`src/sv/pcsg_ram.sv`:
```
// ----------------------------------------------------------------------------
// pcsg_ram
// Generic single-write, single-read RAM with registered read data.
// ----------------------------------------------------------------------------
module pcsg_ram #(
  parameter int WIDTH = 8,
  parameter int DEPTH = 256
) (
  input  logic                     clk,
  input  logic                     we,
  input  logic [$clog2(DEPTH)-1:0] waddr,
  input  logic [WIDTH-1:0]         wdata,
  input  logic                     re,
  input  logic [$clog2(DEPTH)-1:0] raddr,
  output logic [WIDTH-1:0]         rdata
);

  logic [WIDTH-1:0] mem [DEPTH];

  always_ff @(posedge clk) begin
    if (we) begin
      mem[waddr] <= wdata;
    end
    if (re) begin
      rdata <= mem[raddr];
    end
  end

endmodule

```
`config.mk`:
```
export PLATFORM = sky130hd
export DESIGN_NAME = pcsg_ram
export DESIGN_NICKNAME = d
export VERILOG_FILES = /design/src/sv/pcsg_ram.sv
export SDC_FILE = /design/constraint.sdc
export NUM_CORES = 2
export LEC_CHECK = 0
export BUFFER_PORTS_ARGS = -buffer_cell sky130_fd_sc_hd__buf_4
export CAP_MARGIN = 30
export CORE_MARGIN = 2
export CORE_UTILIZATION = 50
export CTS_BUF_LIST = sky130_fd_sc_hd__clkbuf_8
export DETAILED_ROUTE_END_ITERATION = 7
export PLACE_DENSITY = 0.65
export SLEW_MARGIN = 0
export SYNTH_ARGS = -nofsm -noshare
export SYNTH_HDL_FRONTEND = slang
export SYNTH_SLANG_ARGS = --single-unit
```
`constraint.sdc`:
```
create_clock -name clk -period 3.2 [get_ports clk]
set_clock_uncertainty 0.2 [all_clocks]
set_input_delay 0.32 -clock clk [delete_from_list [all_inputs] [get_ports clk]]
set_output_delay 0.32 -clock clk [all_outputs]
set_load 0.01 [all_outputs]
```
== After elaboration in Yosys (flattened, before gate mapping) ==
Memory sizes are Yosys's and may differ from the RTL's. A register that Yosys moved wholly into a read port is not among the register bits.
Index checks and enable logic that the tools add are counted.

* Flip-flop bits (word level): 0
* Latch bits: 0
* RAM bits: 2048
* Bits in read-only memories: 0
* Input bits: 27
* Output and inout port bits: 8
* Word-level logic and storage cells: 3
* Memories kept: 1

* Add/subtract/negate cells: 0
* Multipliers: 0
* Divide/modulo/power cells: 0
* Magnitude comparators: 0
* Equal/unequal tests: 0
* Shifts and indexed selects: 0
* Muxes and demuxes: 2
* Bitwise logic cells: 0
* Reduce and logical (&&, ||, !) cells: 0

{| class="wikitable"
|+ Memory list
! memory !! words !! bits a word !! read ports !! clocked after Yosys merged registers in !! wr ports !! line !! source
|-
| mem || 256 || 8 || 1 || 1 || 1 || 18 || <nowiki>logic [WIDTH-1:0] mem [DEPTH];</nowiki>
|}

{| class="wikitable"
|+ Operators with widths
! cell !! number
|-
| 1-bit 2-to-1 mux || 2
|}

== Logic depth before layout (Yosys ltp) ==
* Depth in word-level cells: 2
* Gate-level depth with buffers: 11
* Gate-level depth less buffers: 6

== Worst setup path after synthesis ==
OpenSTA, ideal clock, no wires.

* Path type: input port to flip-flop
* Start point: in raddr[0]
* End point: reg rdata[2], read port of mem (data pin)
* Setup time: 0.269 ns
* Arrival: 2.127 ns
* Required time: 2.731 ns
* Slack: 0.604 ns
* Stages: 9
* Path buffers: 4
* Path through: buf_6 -> buf_12 -> buf_8 -> buf_2 -> mux4_2 -> a22oi_1 -> a21oi_1 -> nor4_1 -> nor4_2

{| class="wikitable"
|+ RTL lines
! element !! line !! source
|-
| start, declared || 14 || <nowiki>input logic [$clog2(DEPTH)-1:0] raddr,</nowiki>
|-
| end, declared || 15 || <nowiki>output logic [WIDTH-1:0] rdata</nowiki>
|}

==> impl_metrics.toml <==
[floorplanning]
rows = 146
io_pins = 35
die_h_um = 403
die_area_um2 = 162000
initial_utilization = 0.503
core_um2 = 158000
die_w_um = 403

[synth]
seq_area_frac_synth = 0.775
yosysWarnings = 0
synth_cell_types = 54
synthArstFlopShare = 0
synth_edf_count = 2056
synth_cells = 3733
syn_nets = 3760
syn-cell-area_um2 = 79600
synth_area_leader_cell = "edfxtp_1"
ys_ff_latch = 2056
synth-main-ff-cell = "edfxtp_1"
yosys-top-cells-area = "edfxtp_1 (78%), mux4_2 (13%), mux2i_1 (1.7%)"
avgSynthCellArea_um2 = 21.3
synth_top_area_frac = 0.775

[timing]
min_period_over_period = 0.971
finalCriticalPeriod_ns = 3.11
finalMaxSlewViolations = 0
max_slew_margin = 0.357
hold_viol = 0
fmax_mhz = 322
rsz0062_at_grt = "false"
setup_viol = 0
tightest_slew_ns = 0.965

[clock_tree]
insertion_delay_ns = 1.03
clk_path_buf_depth = 4
clkTransAtPathRegs_ns = 0.06
cts_tree = "done"
cts_sinks = 2056
postCtsHoldBufs = 22
cts_resized = 0
cts_setup_buffers = 0
clockRootBuffer = "clkbuf_8"
numCtsBuffers = 337
htree_levels = 5

[drt]
wl_um = 197000
avgRoutedWirePerCell_um = 29.2
viasPerCell = 6.12
drt-initial-drc-count = 5084
drt_pass1_iterations = 7
route.detailed.drc = 0
drt.antenna.violating_nets = 0
vias = 41145

[power]
power_mw = 53.1
leakagePower_nw = 29.9
max-vdd-ir-drop_uv = 479
p_per_area_nw_per_um2 = 578

[place]
post_dp_cell_area_um2 = 85900
portBuffers = 34
hpwl_um = 123000
place_congestion = 0.865

[job]
cap_viol_max_count = 0

[critical_path]
critPathKind = "flip-flop to flip-flop"
worst_setup_path_start_kind = "flip-flop"
required_ns = 3.77
crit_fanout = 1
end_kind = "flip-flop"
critical_path_arrival_ns = 3.68

[finish]
final_area_um2 = 92000
final.fill_count = 11480
nNetsFinal = 4447
seq_area_um2 = 61700
drive_gt1_frac = 0.306
multi_input_area_um2 = 16500
area_growth_pct = 15.5

[global_routing]
grt_usage = 0.244
grt_pass1_wl_um = 286000
grt_overflow = 0
grt_pass1_vias = 41202
grt_max_degree = 102
antenna_found_initial = 11

[run_status]
status = "finished, final reports clean"

[hold_path]
hp-class = "input pin to flip-flop"
stage by stage:
| stage | util | setup slack [ns] | hold WS [ns] | setup TNS, ns | std cells |
|---|---|---|---|---|---|
| detailed placement | 0.543 | -0.519 | 0.514 | -2.07 | 6130 |
| floorplan | - | 0.604 | 0.219 | 0 | 3733 |
| global placement | 0.543 | -0.634 | 0.516 | -3.40 | 6125 |
| finish | 0.581 | 0.0928 | 0.0931 | 0 | 6728 |
| global route | 0.581 | 0.111 | 0.0414 | 0 | 6726 |
| CTS | 0.581 | 0.121 | 0.0184 | 0 | 6722 |
cell type report:
type,instances,share of cell area
sequential,2056,0.671
tap,2072,0.0282
clock buffer,344,0.0515
clock inverter,226,0.0124
timing repair buffer,581,0.0569
antenna,5,0.000136
inverter,2,0.0000816
multi-input combinational,1442,0.180
cells in the mapped netlist (28+ instances only):
cell / n
nand2_1: 33
o221ai_1: 46
nor2b_1: 31
clkbuf_1: 111
a21oi_1: 96
edfxtp_1: 2056
buf_2: 31
a22oi_1: 133
mux4_2: 454
mux2i_1: 134
nand3_1: 34
o22ai_1: 28
nor2_1: 282
cell usage in the layout (no fill, tap or decap), types with 3 or more instances in the layout:
cell and count:
inv_1 109, clkinv_2 31, dlygate4sd3_1 22, a22o_1 8
nor2_1 279, buf_2 3, nor2_4 3, nand2b_1 8
clkinv_1 76, o221ai_1 46, nand3_2 3, o32ai_1 4
o22a_1 5, a221oi_1 13, nand4_1 10, mux4_2 454
clkbuf_8 345, nor3_1 22, nor4_2 4, and2_1 5
o211ai_1 10, diode_2 5, o21ai_0 10, nor2b_4 3
or2_2 4, nand2_1 33, nor2b_1 28, a22oi_1 133
buf_12 60, mux2i_1 134, bufinv_16 9, a211oi_1 16
buf_8 9, nor4_1 23, a21oi_1 96, buf_4 485
o22ai_1 28, nand3_1 31, edfxtp_1 2056
metal layers:
layer,vias up,share of wire,global-route usage,wire length [um]
li1,17112,-,-,-
met5,-,0.00012,0,23
met1,21670,0.40,0.353,79400
met2,2066,0.48,0.380,93600
met3,293,0.096,0.0512,18800
met4,4,0.025,0.0719,4880
where the power goes:
group          total, mW  switching (mW)  internal (mW)
clock network       20.5            9.83           10.6
logic               2.92            1.79           1.14
registers           29.8          0.0464           29.7
path summary, 6_finish.rpt:
path               from       end  slack [ns]  cells after the start
min reg2reg  mem[33][5]  rdata[5]        0.95                      7
min                  re  rdata[1]        0.09                      2
max          mem[82][5]  rdata[5]        0.09                      7
max reg2reg  mem[82][5]  rdata[5]        0.09                      7
registers in the layout (all words and copies together), names as in the netlist:
name   flops
mem     2048
rdata      8
kinds of logic (layout without fill, tap and decap cells):
logic type	Yosys count	count (layout)	share of synthesized area
flops	2056	2056	0.775
mux	591	591	0.146
simple gates	466	466	0.0263
compound gates	385	385	0.0342
buf+inv	235	1153	0.0183
other cells	0	5	0
critical path, cell delays in order, from the launching register on:
cell and delay [ns]:
edfxtp_1 0.36, mux4_2 0.46, a22o_1 0.29, a221oi_1 0.64, o32ai_1 0.27, nor3_1 0.40
buf_4 0.21, nor4_1 0.05
Note: power is estimated with default switching activity, not from simulation.
