==> src/sv/pcsg_pkg.sv <==
// ----------------------------------------------------------------------------
// pcsg_pkg
// Shared constants, types and the per-channel shift arithmetic for the
// palette color shift and gamma block.
// ----------------------------------------------------------------------------
package pcsg_pkg;

  localparam int SHIFT_COUNT = 4;
  localparam int REG_COUNT   = 4;
  localparam int CHAN_W      = 8;
  localparam int GAMMA_DEPTH = 256;

  // register indexes on the configuration port
  localparam logic [1:0] REG_CONTENTS = 2'd0;
  localparam logic [1:0] REG_DAMAGE   = 2'd1;
  localparam logic [1:0] REG_BONUS    = 2'd2;
  localparam logic [1:0] REG_POWERUP  = 2'd3;

  // one byte per shift stage (percents or targets of one channel)
  typedef logic [SHIFT_COUNT-1:0][CHAN_W-1:0] pcsg_bytes_t;

  // stage load strobes from the shared control chain to each lane
  typedef struct packed {
    logic [SHIFT_COUNT-1:0] load;
  } pcsg_ctrl_t;

  // c + ((pct * (t - c)) >>> 8); stays in 0..255 since pct <= 255
  function automatic logic [CHAN_W-1:0] apply_shift(
    input logic [CHAN_W-1:0] c,
    input logic [CHAN_W-1:0] pct,
    input logic [CHAN_W-1:0] t
  );
    logic signed [CHAN_W:0]     diff;
    logic signed [2*CHAN_W+1:0] prod;
    logic signed [CHAN_W+1:0]   sum;
    diff = $signed({1'b0, t}) - $signed({1'b0, c});
    prod = $signed({1'b0, pct}) * diff;
    sum  = $signed({2'b00, c}) + $signed(prod[2*CHAN_W+1:CHAN_W]);
    return sum[CHAN_W-1:0];
  endfunction

endpackage

==> src/sv/pcsg_lane.sv <==
// ----------------------------------------------------------------------------
// pcsg_lane
// One color channel: a chain of shift stages, one multiply per stage,
// each stage registered and loaded by the shared control chain.
// ----------------------------------------------------------------------------
module pcsg_lane (
  input  logic                      clk,
  input  pcsg_pkg::pcsg_ctrl_t      ctrl,
  input  logic [pcsg_pkg::CHAN_W-1:0] base,
  input  pcsg_pkg::pcsg_bytes_t     pct,
  input  pcsg_pkg::pcsg_bytes_t     target,
  output logic [pcsg_pkg::CHAN_W-1:0] chan
);

  logic [pcsg_pkg::CHAN_W-1:0] stage [pcsg_pkg::SHIFT_COUNT];

  always_ff @(posedge clk) begin
    for (int k = 0; k < pcsg_pkg::SHIFT_COUNT; k++) begin
      if (ctrl.load[k]) begin
        if (k == 0) begin
          stage[k] <= pcsg_pkg::apply_shift(base, pct[k], target[k]);
        end else begin
          stage[k] <= pcsg_pkg::apply_shift(stage[k-1], pct[k], target[k]);
        end
      end
    end
  end

  assign chan = stage[pcsg_pkg::SHIFT_COUNT-1];

endmodule

==> config.mk <==
export PLATFORM = sky130hd
export DESIGN_NAME = pcsg_lane
export DESIGN_NICKNAME = d
export VERILOG_FILES = /design/src/sv/pcsg_pkg.sv /design/src/sv/pcsg_lane.sv
export SDC_FILE = /design/constraint.sdc
export NUM_CORES = 1
export LEC_CHECK = 0
export ABC_AREA = 0
export BUFFER_PORTS_ARGS = -buffer_cell sky130_fd_sc_hd__buf_2
export CORE_UTILIZATION = 25
export DETAILED_ROUTE_END_ITERATION = 10
export SLEW_MARGIN = 5
export SYNTH_ARGS = -nofsm -noshare
export SYNTH_HDL_FRONTEND = slang
export SYNTH_SLANG_ARGS = --single-unit
==> constraint.sdc <==
create_clock -name clk -period 7.8 [get_ports clk]
set_input_delay 1.17 -clock clk [delete_from_list [all_inputs] [get_ports clk]]
set_output_delay 1.17 -clock clk [all_outputs]
set_load 0.05 [all_outputs]
# Yosys cells after proc, flatten, opt, wreduce, memory -nomap -nowiden
# Memory sizes are Yosys's and may differ from the RTL's.
# Cells that the tools add are included.
[op_classes]
n_mul = 4
n_mux = 8
addsub = 8
[op_table]
columns = ["cell", "n"]
rows = [
  ["$mul 9x9->16", 4],
  ["$sub 8x8->9", 4],
  ["$add 8x8->8", 4],
  ["$mux 1", 8],
]
[word_totals]
inputBits = 77
output_inout_bits = 8
ram_bits = 32
memories = 1
regBits = 0
wordCells = 21
[memory_table]
columns = ["name", "words", "word_bits", "read_ports", "rd_ports_with_merged_regs", "write_ports", "line", "source"]
rows = [
  ["stage", 4, 8, 4, 0, 4, "pcsg_lane.sv:15", "logic [pcsg_pkg::CHAN_W-1:0] stage [pcsg_pkg::SHIFT_COUNT];"],
]

# Depth between registers and ports, before layout
# Gate-level depths: netlist (run 1).
[depth]
depth_word = 3
depth_mapped = 33
depth_no_buf = 33

# Least setup slack after synthesis (run 1)
# OpenSTA, ideal clock, no wires.
[synth_path]
kind = "input -> register"
from = "input port target[0] (netlist bit)"
to = "memory stage[0][7] (netlist bit), data pin"
setup_time_ps = 268
cell_stages = 31
t_required_ps = 7532
arrival_time_ps = 7589
setup_slack_ps = -57
n_path_buf = 0
path_cell_list = "inv_1 > ha_1 > fa_1 > nor2b_1 > o21ai_0 > a21boi_1 > o21a_1 > nor2_1 > xnor2_1 > and2_1 > fa_1 > inv_1 > fa_1 > fa_1 > fa_1 > fa_1 > inv_1 > ha_1 > and2_1 > nand4b_1 > nand2_1 > and2_1 > nor2_1 > ha_1 > a21o_1 > a21oi_1 > o21ai_1 > o21ai_0 > nand2b_1 > a21oi_1 > xnor3_1"
[synth_rtl]
columns = ["element", "line", "source"]
rows = [
  ["from (decl)", "pcsg_lane.sv:11", "input pcsg_pkg::pcsg_bytes_t target,"],
  ["to (decl)", "pcsg_lane.sv:15", ""],
]

==> results of run 1 <==
-- how the worst max path moves through the flow --
stage | end | cells after the start
after floorplan | stage[0][7]$_DFFE_PP_ | 31
after global placement | stage[1][7]$_DFFE_PP_ | 30
after detailed placement | stage[1][7]$_DFFE_PP_ | 30
after CTS | stage[0][7]$_DFFE_PP_ | 32
after global routing | stage[1][7]$_DFFE_PP_ | 32
final | stage[3][7]$_DFFE_PP_ | 27
-- synth_stat cells, drive strengths merged, types with 4 or more instances --
library cell / n / area [um2]
or2: 7 / 43.79
o21ai: 21 / 105.1
nor3: 15 / 80.08
o21bai: 4 / 33.78
a21oi: 38 / 190.2
xnor2: 69 / 604.3
o21a: 18 / 135.1
nor2: 70 / 262.8
nor2b: 28 / 175.2
a21boi: 6 / 45.05
and2: 127 / 794.5
nand3: 4 / 20.02
nand2b: 62 / 390.4
xor2: 17 / 148.9
a21o: 15 / 112.6
edfxtp: 32 / 960.9
fa: 176 / 3523
inv: 240 / 900.9
a31oi: 5 / 31.28
ha: 220 / 2753
nand2: 68 / 255.2
-- placed cells by master, fill, tap and decap left out, types with 7 or more instances in the layout --
master	n
nor2_1	69
o21ai_1	10
a21oi_2	15
nand2_1	66
buf_4	131
nor2b_1	26
xnor2_1	66
buf_2	84
o21a_1	18
ha_1	213
nand2b_1	59
a21o_1	15
nor3_1	12
xor2_1	15
a21oi_1	22
inv_1	233
inv_2	7
and2_1	125
fa_1	172
edfxtp_1	32
-- metal layers --
layer	vias up	global-route usage, %	wire length (um)
li1	4472	-	-
met2	124	21.00	13730
met3	27	1.104	773
met1	4432	14.86	12330
met5	-	0	27
met4	4	2.000	350
-- timing repair --
action	in CTS	in global routing
setup endpoints to repair	2	10
buffers inserted	0	12
pin swaps	1	73
hold buffers	0	0
gates resized for setup	6	77
-- through the flow --
stage	setup TNS, ns	area (um2)	setup slack, ns	instances
floorplan	0	11890	0.0009823	1275
global placement	-1.004	13950	-0.2984	2082
detailed placement	-1.618	13950	-0.4234	2082
CTS	-0.04313	14100	-0.04313	2090
global route	-0.07573	14470	-0.04735	2102
finish	0	14470	0.2438	2102
-- area by class of cell --
class | instances | share of cell area (%)
clock buffer | 7 | 0.9168
multi-input combinational | 1000 | 71.23
tap | 607 | 5.250
timing repair buffer | 215 | 9.704
inverter | 240 | 6.227
clock inverter | 1 | 0.02595
sequential | 32 | 6.642
-- worst register-to-register path: cells and delay by family, from the launching register on --
kind / cells / cell delay (ns)
simple gates: 5 / 0.68
fa+ha+maj: 9 / 3.53
buf+inv: 2 / 0.28
flops: 1 / 0.52
xor+xnor: 5 / 0.67
compound gates: 7 / 1.13
-- cell families after synthesis --
kind of cell,Yosys count,share of synthesized area (%)
XOR/XNOR,88,6.717
buffers and inverters,243,7.686
AND/OR/NAND/NOR,392,17.73
flip-flops,32,8.086
AO/OA/AOI/OAI,124,6.970
adder cells (fa/ha/maj),396,52.81
==> out/qor.txt, run 1 <==
Status - finished with violations
Failing checks - DRC
Vias/cell - 4.310
WL final - 27210 um
Tcrit/Tclk final - 96.87%
Biggest register - stage
# clock sinks - 32
Port-buffer cells - 84
Number of global-route vias before repair - 9615
F_max - 132.3 MHz
Largest regs - stage (32)
Synth async-reset ratio - 0%
Fillcell total - 4923
Residual DRC - 6
Number of synthesized flops with an enable pin - 32
Die area - 0.04841 mm2
Hold Path End - stage[3][0]$_DFFE_PP_
Gpl congestion - 0.8525
Main synth FF type - edfxtp_1
WP buf/inv - 6
Setup crit start - target[26]
Final setup viols - 0
Max_slew headroom - 63.03%
Slowest cell on crit path - fa_1
CTS tree - done
Ys Warns - 0
Synthesized cell area - 0.01188 mm2
Crit start category - input port
Final Hold Fails - 0
Avg Cell Area, Syn - 9.321 um2
WHS - 0.7411 ns
Largest net degree at the start of global routing - 10
Die height - 220.0 um
CP Data Arrival Time - 7.58 ns
Hold_sp - stage[2][0]$_DFFE_PP_
CP Capture Type - flop
Slew Limit Fails - 0
Worst-Margin Slew - 0.5526 ns
Flops & latches, synth - 32
CORE AREA - 0.04675 mm2
Nets - 1967
Most frequent CP cell - fa_1
R2R Setup Slk - 0.71 ns
First-pass GRT wire length - 45640 um
Reg2reg end - stage[1][7]$_DFFE_PP_
Reg2Reg Launch Point - stage[0][0]$_DFFE_PP_
Number of max-cap violations - 0
Initial antenna violation count - 2
Crit path max-delay family - adder cells
I/O pins - 85
Grt total ovfl - 0
Via count - 9059
Worst path max stage delay - 0.50 ns
GRT Util Overall - 11.57%
Area of the multi-input gates - 0.01030 mm2
Final core occ - 30.94%
Initial DRT Pass Iterations - 7
Path depth of the worst reg2reg path - 28
Distinct cell type count after synthesis - 51
Clk slew on worst S/H paths - 0.05 ns
Maximum root-to-sink buffer count - 2
Drt first-iter violations - 347
Syn Inst Count - 1275
Critical Path RT - 7.82 ns
Share of cells above drive strength 1 - 19.93%
Worst Hold Class - reg2reg
TritonCTS buffer count - 5
Hold path cells - 1
Sequential cell area - 960.9 um2
Row Count - 79
Root buf cell - clkbuf_16
Routed Antenna Nets - 0
Post-Syn Nets - 1748
CP Class - in2reg
Detail Placement HPWL - 24110 um
Area delta synth->final - 21.73%
CTS H-tree depth - 2
Crit Path Max Fanout - 3
Tmin final - 7.556 ns
Post-synthesis sequential area ratio - 8.086%
Drt wl/cell - 12.94 um
Max Clock Skew - 0.005071 ns
Diodes inserted - 0
Die width - 220.0 um
Clk_lat worst skew - 0.28 ns
Starting Density - 25.42%
Max reg flops - 32
Power of run 1 is not shown: default switching activity piles up to over one toggle a cycle in this logic, so the estimate is an artifact.
==> inputs of run 2 (changes only) <==
--- a/config.mk
+++ b/config.mk
@@ -7,8 +7,9 @@
 export LEC_CHECK = 0
 export ABC_AREA = 0
 export BUFFER_PORTS_ARGS = -buffer_cell sky130_fd_sc_hd__buf_2
-export CORE_UTILIZATION = 25
+export CORE_UTILIZATION = 58
 export DETAILED_ROUTE_END_ITERATION = 10
+export PLACE_DENSITY = 0.8
 export SLEW_MARGIN = 5
 export SYNTH_ARGS = -nofsm -noshare
 export SYNTH_HDL_FRONTEND = slang
==> run 2 against run 1 <==
  * The flow now finishes without violations
  * Count of clock-buffer cells in the layout decreased by 2
  * Die area decreased by 56%
  * Global-route usage increased by 14 points
  * Register-to-register slack got worse by 0.12 ns
  * Critical path type unchanged
  * Critical endpoint is now stage[2][7]$_DFFE_PP_
  * Highest routed layer is now met4
  * Clock skew increased by 0.0035 ns
==> out/qor.txt, run 2 (synthesized netlist as in run 1, its figures left out) <==
Status - complete, no violations
Vias/cell - 5.337
Worst path max stage delay - 0.55 ns
Row Count - 51
Slew Limit Fails - 0
Detail Placement HPWL - 22650 um
Starting Density - 60.08%
CTS tree - done
Via count - 9271
Number of global-route vias before repair - 10180
Tmin final - 7.714 ns
Die area - 0.02107 mm2
Final worst slack - 0.08597 ns
Slowest cell on crit path - fa_1
CORE AREA - 0.01978 mm2
WL final - 26600 um
Fillcell total - 1491
F_max - 129.6 MHz
Initial DRT Pass Iterations - 5
Crit start category - input port
Crit path max-delay family - adder cells
Most frequent cells in the layout - inv_1, ha_1, fa_1, and2_1, buf_4
Residual DRC - 0
Grt total ovfl - 0
Die height - 145.1 um
Root buf cell - clkbuf_16
Clk_lat worst skew - 0.28 ns
Final instance area - 0.01386 mm2
Critical Path RT - 7.81 ns
Max reg flops - 32
Largest net degree at the start of global routing - 10
Routed Antenna Nets - 0
Gpl congestion - 0.9447
Crit Path Max Fanout - 4
WHS - 0.7078 ns
First-pass GRT wire length - 44720 um
Final setup viols - 0
Most frequent CP cell - fa_1
Die width - 145.1 um
Commonest non-fill, non-tap cell in the layout - inv_1
Port-buffer cells - 84
Tcrit/Tclk final - 98.90%
Drt first-iter violations - 422
Final Hold Fails - 0
GRT Util Overall - 25.93%
Max Clock Skew - 0.008531 ns
Area delta synth->final - 16.59%
CP Class - in2reg
Sum of negative setup slack - 0 ns
Share of cells above drive strength 1 - 18.48%
Drt wl/cell - 15.31 um
WP buf/inv - 7
Initial antenna violation count - 0
CP Capture Type - flop
Placed Instance Area - 0.01337 mm2
Placement Setup Slack - -0.4358 ns
Hold buffers post-CTS - 0
Number of max-cap violations - 0
Largest regs - stage (32)
Nets - 1945
# clock sinks - 32
Worst-Margin Slew - 0.5797 ns
Worst Hold Class - reg2reg
RSZ-0062 raised after global routing - true
Max_slew headroom - 61.00%
I/O pins - 85
Clk slew on worst S/H paths - 0.05 ns
Area of the multi-input gates - 0.01029 mm2
Biggest register - stage
Diodes inserted - 0
CTS H-tree depth - 2
Maximum root-to-sink buffer count - 2
TritonCTS buffer count - 5
Sequential cell area - 960.9 um2
CP Data Arrival Time - 7.73 ns
==> run 2: layout make-up <==
class / count / area share [%]
inverters: 240 / 6.502
flip-flops and latches: 32 / 6.935
multi-input cells: 1000 / 74.27
repair buffers: 193 / 8.940
clock inverters: 2 / 0.05418
clock buffers: 5 / 0.9030
well taps: 265 / 2.393
==> run 2: timing repair <==
item                       CTS  global route
gates cloned                 0             0
pin swaps                    0            62
buffers inserted             0            10
hold endpoints to repair     0             0
gates resized for setup      7            71
setup endpoints to repair    3             8
==> run 2: per-layer routing <==
metal	vias to the layer above	part of all wire, %	wire length (um)	GRT usage (%)
met5	-	0	0	0
met4	0	2.6	694	9.368
met3	60	3.6	959	2.516
met2	244	53	14010	47.57
met1	4523	41	10930	31.39
li1	4444	-	-	-
==> run 2: worst paths after layout <==
check | to | start | slack, ns | cells after the start
setup / recovery | stage[2][7]$_DFFE_PP_ | target[16] | 0.09 | 31
hold / removal | stage[3][0]$_DFFE_PP_ | stage[2][0]$_DFFE_PP_ | 0.71 | 1
setup reg to reg | stage[2][7]$_DFFE_PP_ | stage[1][0]$_DFFE_PP_ | 0.59 | 28
hold reg to reg | stage[3][0]$_DFFE_PP_ | stage[2][0]$_DFFE_PP_ | 0.71 | 1
==> run 2: worst reg2reg max path, delay by kind of cell (launching register included) <==
| family | cells | cell delay, ns |
|---|---|---|
| fa+ha+maj | 9 | 3.82 |
| compound gates | 7 | 1.22 |
| xor+xnor | 3 | 0.65 |
| flops | 1 | 0.49 |
| simple gates | 4 | 0.38 |
| buf+inv | 5 | 0.37 |
==> run 2: metrics by stage <==
stage / util (%) / std cells
after global placement: 67.58 / 1720
final: 70.04 / 1737
after detailed placement: 67.58 / 1720
after floorplan: - / 1275
after global routing: 70.04 / 1737
after CTS: 68.33 / 1727
Power of run 2 is left out for the same reason.
